**src/sv/gf_pkg.sv**
```systemverilog
// Shared types, constants and codes for the distance-weighted gap fill block.
package gf_pkg;

    // Defaults for the top-level parameters
    localparam int MAX_COLS_DEF       = 256;
    localparam int MAX_ROWS_DEF       = 256;
    localparam int DIST_FRAC_BITS_DEF = 8;

    // Operation codes
    localparam logic OP_LOAD = 1'b0;
    localparam logic OP_FILL = 1'b1;

    // Configuration register indexes
    localparam logic [1:0] REG_COLS = 2'd0;
    localparam logic [1:0] REG_ROWS = 2'd1;
    localparam logic [1:0] REG_FLAG = 2'd2;

    // Result status codes
    localparam logic [1:0] ST_COPIED = 2'd0;
    localparam logic [1:0] ST_FILLED = 2'd1;
    localparam logic [1:0] ST_MASKED = 2'd2;
    localparam logic [1:0] ST_FEW    = 2'd3;

    // Quotient bits of the final division (result fits in 15 bits)
    localparam int QUOT_W = 16;

    typedef enum logic [3:0] {
        S_IDLE,
        S_CENT,
        S_PAIR,
        S_PROBE,
        S_PEVAL,
        S_SQ_LD,
        S_SQ_RUN,
        S_SQ_END,
        S_MUL,
        S_DIV_LD,
        S_DIV_RUN,
        S_FILL
    } gf_state_t;

    typedef struct packed {
        logic load;
        logic query;
        logic center;
        logic init_search;
        logic next_ring;
        logic next_a;
        logic load_pair;
        logic next_k;
        logic rd_probe;
        logic take;
        logic sq_load;
        logic sq_step;
        logic sq_store;
        logic mul_step;
        logic div_load;
        logic div_step;
        logic emit_fill;
        logic emit_few;
    } gf_cmd_t;

    typedef struct packed {
        logic cen_term;
        logic ring_over;
        logic a_over;
        logic pair_skip;
        logic in_bounds;
        logic k_last;
        logic hit;
        logic n3;
        logic sq_last;
        logic dv_last;
        logic i_last;
    } gf_stat_t;

endpackage

```
**src/sv/gf_ctrl.sv**
```systemverilog
// Controller state machine for the gap fill: sequences center check, ring search and math.
module gf_ctrl (
    input  logic             clk,
    input  logic             rst_n,
    input  logic             start,
    input  logic             opcode,
    input  gf_pkg::gf_stat_t stat,
    output logic             busy,
    output gf_pkg::gf_cmd_t  cmd
);

    gf_pkg::gf_state_t state_reg;
    gf_pkg::gf_state_t state_next;

    // State register
    always_ff @(posedge clk or negedge rst_n)
    begin
        if (!rst_n)
        begin
            state_reg <= gf_pkg::S_IDLE;
        end
        else
        begin
            state_reg <= state_next;
        end
    end

    // Next state
    always_comb
    begin
        state_next = state_reg;
        case (state_reg)
            gf_pkg::S_IDLE:
            begin
                if (start && opcode == gf_pkg::OP_FILL)
                begin
                    state_next = gf_pkg::S_CENT;
                end
            end
            gf_pkg::S_CENT:
            begin
                state_next = stat.cen_term ? gf_pkg::S_IDLE : gf_pkg::S_PAIR;
            end
            gf_pkg::S_PAIR:
            begin
                if (stat.ring_over)
                begin
                    state_next = gf_pkg::S_IDLE;
                end
                else if (!stat.a_over && !stat.pair_skip)
                begin
                    state_next = gf_pkg::S_PROBE;
                end
            end
            gf_pkg::S_PROBE:
            begin
                if (stat.in_bounds)
                begin
                    state_next = gf_pkg::S_PEVAL;
                end
                else if (stat.k_last)
                begin
                    state_next = gf_pkg::S_PAIR;
                end
            end
            gf_pkg::S_PEVAL:
            begin
                if (stat.hit && stat.n3)
                begin
                    state_next = gf_pkg::S_SQ_LD;
                end
                else
                begin
                    state_next = stat.k_last ? gf_pkg::S_PAIR : gf_pkg::S_PROBE;
                end
            end
            gf_pkg::S_SQ_LD:
            begin
                state_next = gf_pkg::S_SQ_RUN;
            end
            gf_pkg::S_SQ_RUN:
            begin
                if (stat.sq_last)
                begin
                    state_next = gf_pkg::S_SQ_END;
                end
            end
            gf_pkg::S_SQ_END:
            begin
                state_next = stat.i_last ? gf_pkg::S_MUL : gf_pkg::S_SQ_LD;
            end
            gf_pkg::S_MUL:
            begin
                if (stat.i_last)
                begin
                    state_next = gf_pkg::S_DIV_LD;
                end
            end
            gf_pkg::S_DIV_LD:
            begin
                state_next = gf_pkg::S_DIV_RUN;
            end
            gf_pkg::S_DIV_RUN:
            begin
                if (stat.dv_last)
                begin
                    state_next = gf_pkg::S_FILL;
                end
            end
            gf_pkg::S_FILL:
            begin
                state_next = gf_pkg::S_IDLE;
            end
            default:
            begin
                state_next = gf_pkg::S_IDLE;
            end
        endcase
    end

    // Command outputs
    always_comb
    begin
        cmd  = '0;
        busy = (state_reg != gf_pkg::S_IDLE);
        case (state_reg)
            gf_pkg::S_IDLE:
            begin
                cmd.load  = start && opcode == gf_pkg::OP_LOAD;
                cmd.query = start && opcode == gf_pkg::OP_FILL;
            end
            gf_pkg::S_CENT:
            begin
                cmd.center      = 1'b1;
                cmd.init_search = !stat.cen_term;
            end
            gf_pkg::S_PAIR:
            begin
                if (stat.ring_over)
                begin
                    cmd.emit_few = 1'b1;
                end
                else if (stat.a_over)
                begin
                    cmd.next_ring = 1'b1;
                end
                else if (stat.pair_skip)
                begin
                    cmd.next_a = 1'b1;
                end
                else
                begin
                    cmd.load_pair = 1'b1;
                end
            end
            gf_pkg::S_PROBE:
            begin
                if (stat.in_bounds)
                begin
                    cmd.rd_probe = 1'b1;
                end
                else if (stat.k_last)
                begin
                    cmd.next_a = 1'b1;
                end
                else
                begin
                    cmd.next_k = 1'b1;
                end
            end
            gf_pkg::S_PEVAL:
            begin
                cmd.take = 1'b1;
                if (!(stat.hit && stat.n3))
                begin
                    cmd.next_a = stat.k_last;
                    cmd.next_k = !stat.k_last;
                end
            end
            gf_pkg::S_SQ_LD:
            begin
                cmd.sq_load = 1'b1;
            end
            gf_pkg::S_SQ_RUN:
            begin
                cmd.sq_step = 1'b1;
            end
            gf_pkg::S_SQ_END:
            begin
                cmd.sq_store = 1'b1;
            end
            gf_pkg::S_MUL:
            begin
                cmd.mul_step = 1'b1;
            end
            gf_pkg::S_DIV_LD:
            begin
                cmd.div_load = 1'b1;
            end
            gf_pkg::S_DIV_RUN:
            begin
                cmd.div_step = 1'b1;
            end
            gf_pkg::S_FILL:
            begin
                cmd.emit_fill = 1'b1;
            end
            default:
            begin
                cmd = '0;
            end
        endcase
    end

endmodule

```
**config.mk**
```make
export PLATFORM = sky130hd
export DESIGN_NAME = gf_ctrl
export DESIGN_NICKNAME = d
export VERILOG_FILES = /design/src/sv/gf_pkg.sv /design/src/sv/gf_ctrl.sv
export SDC_FILE = /design/constraint.sdc
export NUM_CORES = 1
export LEC_CHECK = 0
export BUFFER_PORTS_ARGS = -buffer_cell sky130_fd_sc_hd__buf_4
export CAP_MARGIN = 25
export CORE_MARGIN = 2
export CORE_UTILIZATION = 30
export DETAILED_ROUTE_END_ITERATION = 10
export PLACE_DENSITY_LB_ADDON = 0.2
export SETUP_SLACK_MARGIN = 0.05
export SYNTH_ARGS = -nofsm -noshare
export SYNTH_HDL_FRONTEND = slang
export SYNTH_SLANG_ARGS = --single-unit
```
**constraint.sdc**
```tcl
create_clock -name clk -period 2.2 [get_ports clk]
set_clock_uncertainty 0.05 [all_clocks]
set_input_delay 0.11 -clock clk [delete_from_list [all_inputs] [get_ports clk]]
set_output_delay 0.11 -clock clk [all_outputs]
set_load 0.1 [all_outputs]
```
==> out/qor.yml, run 1 <==
status: "finished clean"
yosys_warnings: 0
path_class: "reg -> out"
yosysSeqAreaShare_pct: 21.4
drive_above_1_share_pct: 47.6
drc: 0
antenna_found_initial: 0
synth_common_cells: "nor2_1 (12), nand2_1 (8), nor3_1 (5), o21ai_0 (5)"
crit_required_ns: 2.04
slew_headroom_pct: 76.2
cap_violations: 0
syn_avg_cell_area_um2: 7.09
crit_path_end_kind: "output pin"
finish.utilization_pct: 53.0
core_area_um2: 1490
grt_pass1_wl_um: 2280
grt_pass1_vias: 544
largest_reg_flops: 4
synthToLayoutAreaGrowth_pct: 68.7
htree_levels: 1
synth_fa_ha_area_share_pct: 0
rows: 14
critPathArrivalTime_ns: 1.84
cts_tree: "built"
die-area_um2: 1890
synth_cell_types: 27
reg2reg_from: "state_reg[1]$_DFFE_PN0P_"
synthesis.area_um2: 468
synth.ff_latch_count: 4
synth_fp_nets: 81
vias: 628
dieWidth_um: 43.5
layout_setup_ws_ns: 0.198
hold_path_class: "in -> reg"
reg2reg_setup_slack_ns: 0.70
cts-root-buf: "clkbuf_4"
finalSetupTns_ns: 0
grt_setup_unrepaired: "false"
place_ws_ns: 0.448
grt_max_degree: 10
cts_setup_buffers: 0
min_to: "state_reg[3]$_DFFE_PN0P_"
diodes: 0
synth_top_cell_area_share_pct: 21.4
path_clk_slew_ns: 0.04
vias_per_cell: 5.28
fin_nets: 120
clk_path_buf_depth: 2
start_util_pct: 31.4
async_flop_share_pct: 100
drt_first_pass_iters: 4
synth_edf_count: 0
synth-simple-area-share_pct: 49.7
reg2reg_depth: 4
synth_top_family_by_area: "simple AND/OR/NAND/NOR gates"
crit_path_start_kind: "register"
wirelength_um: 1450
wire_per_inst_um: 12.2
drtAntennaViolNets: 0
cp_max_fo: 8
yosys-top-cells-area: "dfrtp_1 (21%), nor2_1 (9.6%), nand2_1 (6.4%), nand2b_1 (5.3%), nor3_1 (5.3%)"
final_max_slew_viol_count: 0
clkSinkCount: 4
clk_latency_ns: 0.23
overflow: 0
routabilityCongestion: 0.761
period_minus_slack_ns: 2.00
fin_crit_sh_pct: 91.0
r2r_end: "state_reg[0]$_DFFE_PN0P_"
max_freq_mhz: 499
synth_compound_area_share_pct: 28.1
synthXorXnorAreaFrac_pct: 0
syn-instance-count: 66
track_usage_pct: 16.0
hp-start: "stat[0]"
hpwlAfterDp_um: 1180
yosysTopAreaCell: "dfrtp_1"
synth.mux.area_fraction_pct: 0
die_y_um: 43.5
io_buffer_count: 33
final-hold-violation-count: 0
worstHoldPathCells: 3
ys.flop_type: "dfrtp_1"
yosysMostFrequentCell: "nor2_1"
boundaryPins: 34
setup_violations: 0
numCtsBuffers: 3
tightest_slew_ns: 0.355
initialDrtViolationCount: 19
==> through the flow <==
step / hold WS, ns / instance area (um2) / std cells
2_1_floorplan: -0.236 / 489 / 66
3_3_place_gp: -0.145 / 757 / 115
3_5_place_dp: -0.143 / 757 / 115
4_1_cts: 0.0715 / 790 / 119
5_1_grt: 0.108 / 790 / 119
6_report: 0.0764 / 790 / 119
==> layout by cell type (no fill, tap or decap) <==
cell type      synthesis  layout
nor3_2                 0       2
nor3_1                 5       3
nor2_2                 1       2
dfrtp_1                4       4
o31a_1                 1       1
a211o_1                1       1
dlygate4sd3_1          0       1
nor2_4                 0       1
o2bb2ai_2              1       1
inv_1                  1       1
and2_1                 1       1
a22o_2                 1       1
o22ai_1                1       1
nor2_1                12      10
a22o_1                 1       1
and3b_2                0       1
o21ai_0                5       5
o22ai_2                1       1
and2b_1                2       2
a21oi_1                4       4
clkbuf_4               0       3
a41o_1                 1       1
or2_4                  2       2
and2_4                 1       1
a31oi_1                1       1
nand2b_4               1       1
nand2b_1               4       4
nand2_1                8       8
or3_1                  1       1
and3_1                 3       3
nor2b_1                1       1
buf_4                  0      33
==> kinds of logic (layout without fill, tap and decap cells) <==
family | Yosys count | in the layout
AO/OA/AOI/OAI | 18 | 18
AND/OR/NAND/NOR | 43 | 43
flip-flops | 4 | 4
buffers and inverters | 1 | 38
==> worst max-delay path by stage <==
stage                                   from  endpoint  slack, ns  depth (start not counted)
floorplan           state_reg[3]$_DFFE_PN0P_   cmd[11]      -0.16                          3
finish              state_reg[3]$_DFFE_PN0P_   cmd[12]       0.20                          5
global route        state_reg[3]$_DFFE_PN0P_   cmd[10]       0.11                          5
global placement    state_reg[3]$_DFFE_PN0P_   cmd[12]       0.48                          5
detailed placement  state_reg[3]$_DFFE_PN0P_   cmd[12]       0.45                          5
CTS                 state_reg[3]$_DFFE_PN0P_   cmd[12]       0.19                          5
==> per-layer routing <==
layer	global-route usage [%]	wire length [um]	vias up
li1	-	-	312
met5	0	0	-
met4	8.48	0	0
met1	21.9	611	279
met2	25.1	694	37
met3	1.25	140	0
==> worst max-delay path: stages, from the launching register on <==
cell and delay, ns:
dfrtp_1 0.44, or2_4 0.30, or3_1 0.35, nor2_1 0.11, a22o_2 0.14, buf_4 0.28
==> area by class of cell <==
class                           count  area (um2)
Clock buffer                        3        22.5
Fill cell                         154         699
Inverter                            1        3.75
Multi-Input combinational cell     61         385
Sequential cell                     4         100
Tap cell                           16        20.0
Timing Repair Buffer               34         258
==> timing repair <==
action / in CTS / in global routing
hold endpoints to repair: 4 / 0
resized for setup: 0 / 0
hold buffers: 1 / 0
Power of run 1 is left out: the tool's default activity adds up to more than one toggle a clock period on the data nets, which glitch-free logic cannot reach.
==> inputs of run 2 (changes only) <==
- HOLD_SLACK_MARGIN: not set -> 0.12
==> run 2 against run 1 <==
Net effect:
- final area is 1.3% higher
- flip-flop and latch count stayed put
- non-clock buffer count is 1 higher
- setup slack stayed put
- via count is 0.32% higher
- critical path depth stayed put
- register-to-register slack hardly changed
- final cell count is 0.84% higher
- critical endpoint unchanged
==> out/qor.yml, run 2 (synthesis gave the netlist of run 1 again) <==
clk_path_buf_depth: 2
final-hold-violation-count: 0
worst-path-buf-inv: 1
clk_latency_ns: 0.23
grt_max_degree: 10
fin_nets: 121
vias: 630
tightest_slew_ns: 0.355
vias_per_cell: 5.25
initialDrtViolationCount: 19
die_y_um: 43.5
reg2reg_from: "state_reg[1]$_DFFE_PN0P_"
path_clk_slew_ns: 0.04
setup_violations: 0
antenna_found_initial: 0
crit_chain: "or2_4 -> or3_1 -> nor2_1 -> a22o_2 -> buf_4"
fillerInstances: 153
finalSetupTns_ns: 0
largest_reg_flops: 4
drc: 0
critical-path-max-stage-delay_ns: 0.44
reg2reg_depth: 4
rows: 14
drive_above_1_share_pct: 47.1
max_freq_mhz: 499
path_class: "reg -> out"
r2r_end: "state_reg[0]$_DFFE_PN0P_"
diodes: 0
grt_setup_unrepaired: "false"
path_delay_family: "simple AND/OR/NAND/NOR gates"
grt_pass1_vias: 544
crit_path_start_kind: "register"
critPathArrivalTime_ns: 1.84
cp_slowest_cell: "dfrtp_1"
final_common_cell: "buf_4"
final_cell_mix: "buf_4 (33), nor2_1 (10), nand2_1 (8)"
wirelength_um: 1450
overflow: 0
wire_per_inst_um: 12.1
cap_violations: 0
crit_path_end_kind: "output pin"
reg2reg_setup_slack_ns: 0.70
period_minus_slack_ns: 2.00
final_max_slew_viol_count: 0
dieWidth_um: 43.5
hpwlAfterDp_um: 1180
io_buffer_count: 33
die-area_um2: 1890
core_area_um2: 1490
slew_headroom_pct: 76.2
hold_path_class: "in -> async"
status: "finished clean"
numCtsBuffers: 3
drt_first_pass_iters: 4
clkSinkCount: 4
routabilityCongestion: 0.761
crit_required_ns: 2.04
cp_max_fo: 8
post_cts_resized: 0
track_usage_pct: 16.0
fin_crit_sh_pct: 91.0
synthToLayoutAreaGrowth_pct: 70.9
cts_tree: "built"
htree_levels: 1
boundaryPins: 34
drtAntennaViolNets: 0
cts-root-buf: "clkbuf_4"
grt_pass1_wl_um: 2280
start_util_pct: 31.4
run 2: cell count changes in the layout (fill, tap and decap cells not counted), sizes merged:
cell	before	now
dlygate4sd3	1	2
run 2: final cells by class:
cell class	instances	area [um2]	area share, %
multi-input cells	61	385	48.2
repair buffers	35	268	33.5
flip-flops and latches	4	100	12.5
clock buffers	3	22.5	2.82
well taps	16	20.0	2.50
inverters	1	3.75	0.469
run 2: timing repair:
action                    4_1_cts  5_1_grt
hold endpoints to repair        5        0
hold buffers                    2        0
buffers inserted                0        0
run 2: worst max-delay path by stage:
stage                                   from      end  slack [ns]  cells past startpoint
floorplan           state_reg[3]$_DFFE_PN0P_  cmd[11]       -0.16                      3
global placement    state_reg[3]$_DFFE_PN0P_  cmd[12]        0.48                      5
detailed placement  state_reg[3]$_DFFE_PN0P_  cmd[12]        0.45                      5
CTS                 state_reg[3]$_DFFE_PN0P_  cmd[12]        0.19                      5
global route        state_reg[3]$_DFFE_PN0P_  cmd[10]        0.11                      5
finish              state_reg[3]$_DFFE_PN0P_  cmd[12]        0.20                      5
run 2: stage by stage:
stage	worst slack, ns	hold WS [ns]	util, %	std cells	instance area [um2]
after floorplan	-0.159	-0.236	-	66	489
after global placement	0.477	-0.145	50.8	115	757
after detailed placement	0.448	-0.143	50.8	115	757
after CTS	0.193	0.153	53.7	120	800
after global routing	0.105	0.156	53.7	120	800
final	0.198	0.152	53.7	120	800
run 2: worst register-to-register path, cell delays in order (launching register included):
cell and delay [ns]:
dfrtp_1 0.48, or2_4 0.32, nor2_1 0.22, nand2_1 0.09, a41o_1 0.23
run 2: layer usage:
| layer | wire [um] | up-vias | global-route usage (%) |
|---|---|---|---|
| met5 | 0 | - | 0 |
| met4 | 0 | 0 | 8.48 |
| met3 | 136 | 0 | 1.25 |
| met2 | 696 | 37 | 25.1 |
| met1 | 620 | 279 | 21.9 |
| li1 | - | 314 | - |
Power of run 2 is left out for the same reason.
==> inputs of run 3 (changes only) <==
- PLACE_DENSITY_LB_ADDON: 0.2 -> 0.15
==> run 3 against run 2 <==
Net effect:
- non-clock buffer count unchanged
- global-route usage up 1.1 points
- highest routed layer unchanged
- worst hold slack better by 0.0078 ns
- final area unchanged
- via count down 2.2%
- register-to-register slack worse by 0.02 ns
- wire length down 2.4%
- flip-flop and latch count unchanged
- fmax up 1.0%
- largest cell class unchanged
- core utilization unchanged
- die area unchanged
==> out/qor.yml, run 3 (synthesis gave the netlist of run 1 again) <==
drt_first_pass_iters: 4
cts_setup_buffers: 0
crit_chain: "or2_4 -> or3_1 -> nor2_1 -> a22o_2 -> buf_4"
synthToLayoutAreaGrowth_pct: 70.9
finalSetupTns_ns: 0
cap_violations: 0
htree_levels: 1
crit_required_ns: 2.04
antenna_found_initial: 0
io_buffer_count: 33
cp_slowest_cell: "dfrtp_1"
dieWidth_um: 43.5
largest_reg_flops: 4
routabilityCongestion: 0.791
numCtsBuffers: 3
period_minus_slack_ns: 1.98
final_cell_mix: "buf_4 (33), nor2_1 (10), nand2_1 (8)"
fin_crit_sh_pct: 90.1
post_cts_resized: 0
place_area_um2: 757
final_common_cell: "buf_4"
grt_pass1_vias: 620
boundaryPins: 34
initialDrtViolationCount: 11
wire_per_inst_um: 11.8
crit_path_start_kind: "register"
hold_path_class: "in -> async"
fillerInstances: 151
clkSinkCount: 4
status: "finished clean"
track_usage_pct: 17.2
cts_hold_buf: 2
grt_setup_unrepaired: "false"
start_util_pct: 31.4
drive_above_1_share_pct: 47.1
setup_violations: 0
vias_per_cell: 5.13
clk_latency_ns: 0.23
hpwlAfterDp_um: 1180
diodes: 0
fin_nets: 121
cts_tree: "built"
final-hold-violation-count: 0
path_class: "reg -> out"
critPathArrivalTime_ns: 1.82
drc: 0
postLayoutCellArea_um2: 800
rows: 14
tightest_slew_ns: 0.362
drtAntennaViolNets: 0
critical-path-max-stage-delay_ns: 0.43
core_area_um2: 1490
die-area_um2: 1890
clk_path_buf_depth: 2
cp_max_fo: 8
crit_path_end_kind: "output pin"
die_y_um: 43.5
grt_pass1_wl_um: 2490
grt_max_degree: 10
whs_ns: 0.159
cts-root-buf: "clkbuf_4"
final_max_slew_viol_count: 0
path_clk_slew_ns: 0.04
max_freq_mhz: 505
overflow: 0
slew_headroom_pct: 75.9
wirelength_um: 1420
vias: 616
run 3: cell counts in the layout (fill, tap and decap cells not counted):
No cell type changed its count.
run 3: final cells by class:
type	count	area, um2	area share [%]
tap	16	20.0	2.50
clock buffer	3	22.5	2.82
sequential	4	100	12.5
timing repair buffer	35	268	33.5
multi-input combinational	61	385	48.2
inverter	1	3.75	0.469
run 3: critical path, delay by kind of cell (launching register included):
kind	cells	cell delay (ns)
buffers and inverters	1	0.28
AO/OA/AOI/OAI	1	0.13
AND/OR/NAND/NOR	3	0.75
flip-flops	1	0.43
run 3: path summary, 6_finish.rpt:
kind,start,to,slack (ns),cells past startpoint
worst max-delay path,state_reg[3]$_DFFE_PN0P_,cmd[12],0.22,5
worst min-delay path,rst_n,state_reg[1]$_DFFE_PN0P_,0.16,2
worst max register to register,state_reg[1]$_DFFE_PN0P_,state_reg[0]$_DFFE_PN0P_,0.68,4
worst min register to register,state_reg[3]$_DFFE_PN0P_,state_reg[1]$_DFFE_PN0P_,0.64,3
max in group asynchronous,rst_n,state_reg[3]$_DFFE_PN0P_,1.84,2
min in group clk,stat[6],state_reg[1]$_DFFE_PN0P_,0.17,3
run 3: per-stage QoR:
step | utilization [%] | cells | setup slack (ns)
6_report | 53.7 | 120 | 0.218
5_1_grt | 53.7 | 120 | 0.114
4_1_cts | 53.7 | 120 | 0.211
3_5_place_dp | 50.8 | 115 | 0.475
3_3_place_gp | 50.8 | 115 | 0.479
2_1_floorplan | - | 66 | -0.159
run 3: layer usage:
metal,share of wire (%),GRT usage [%]
met5,0,0
met4,0,6.67
met3,6.6,2.08
met2,48,28.7
met1,46,22.5
Power of run 3 is left out for the same reason.
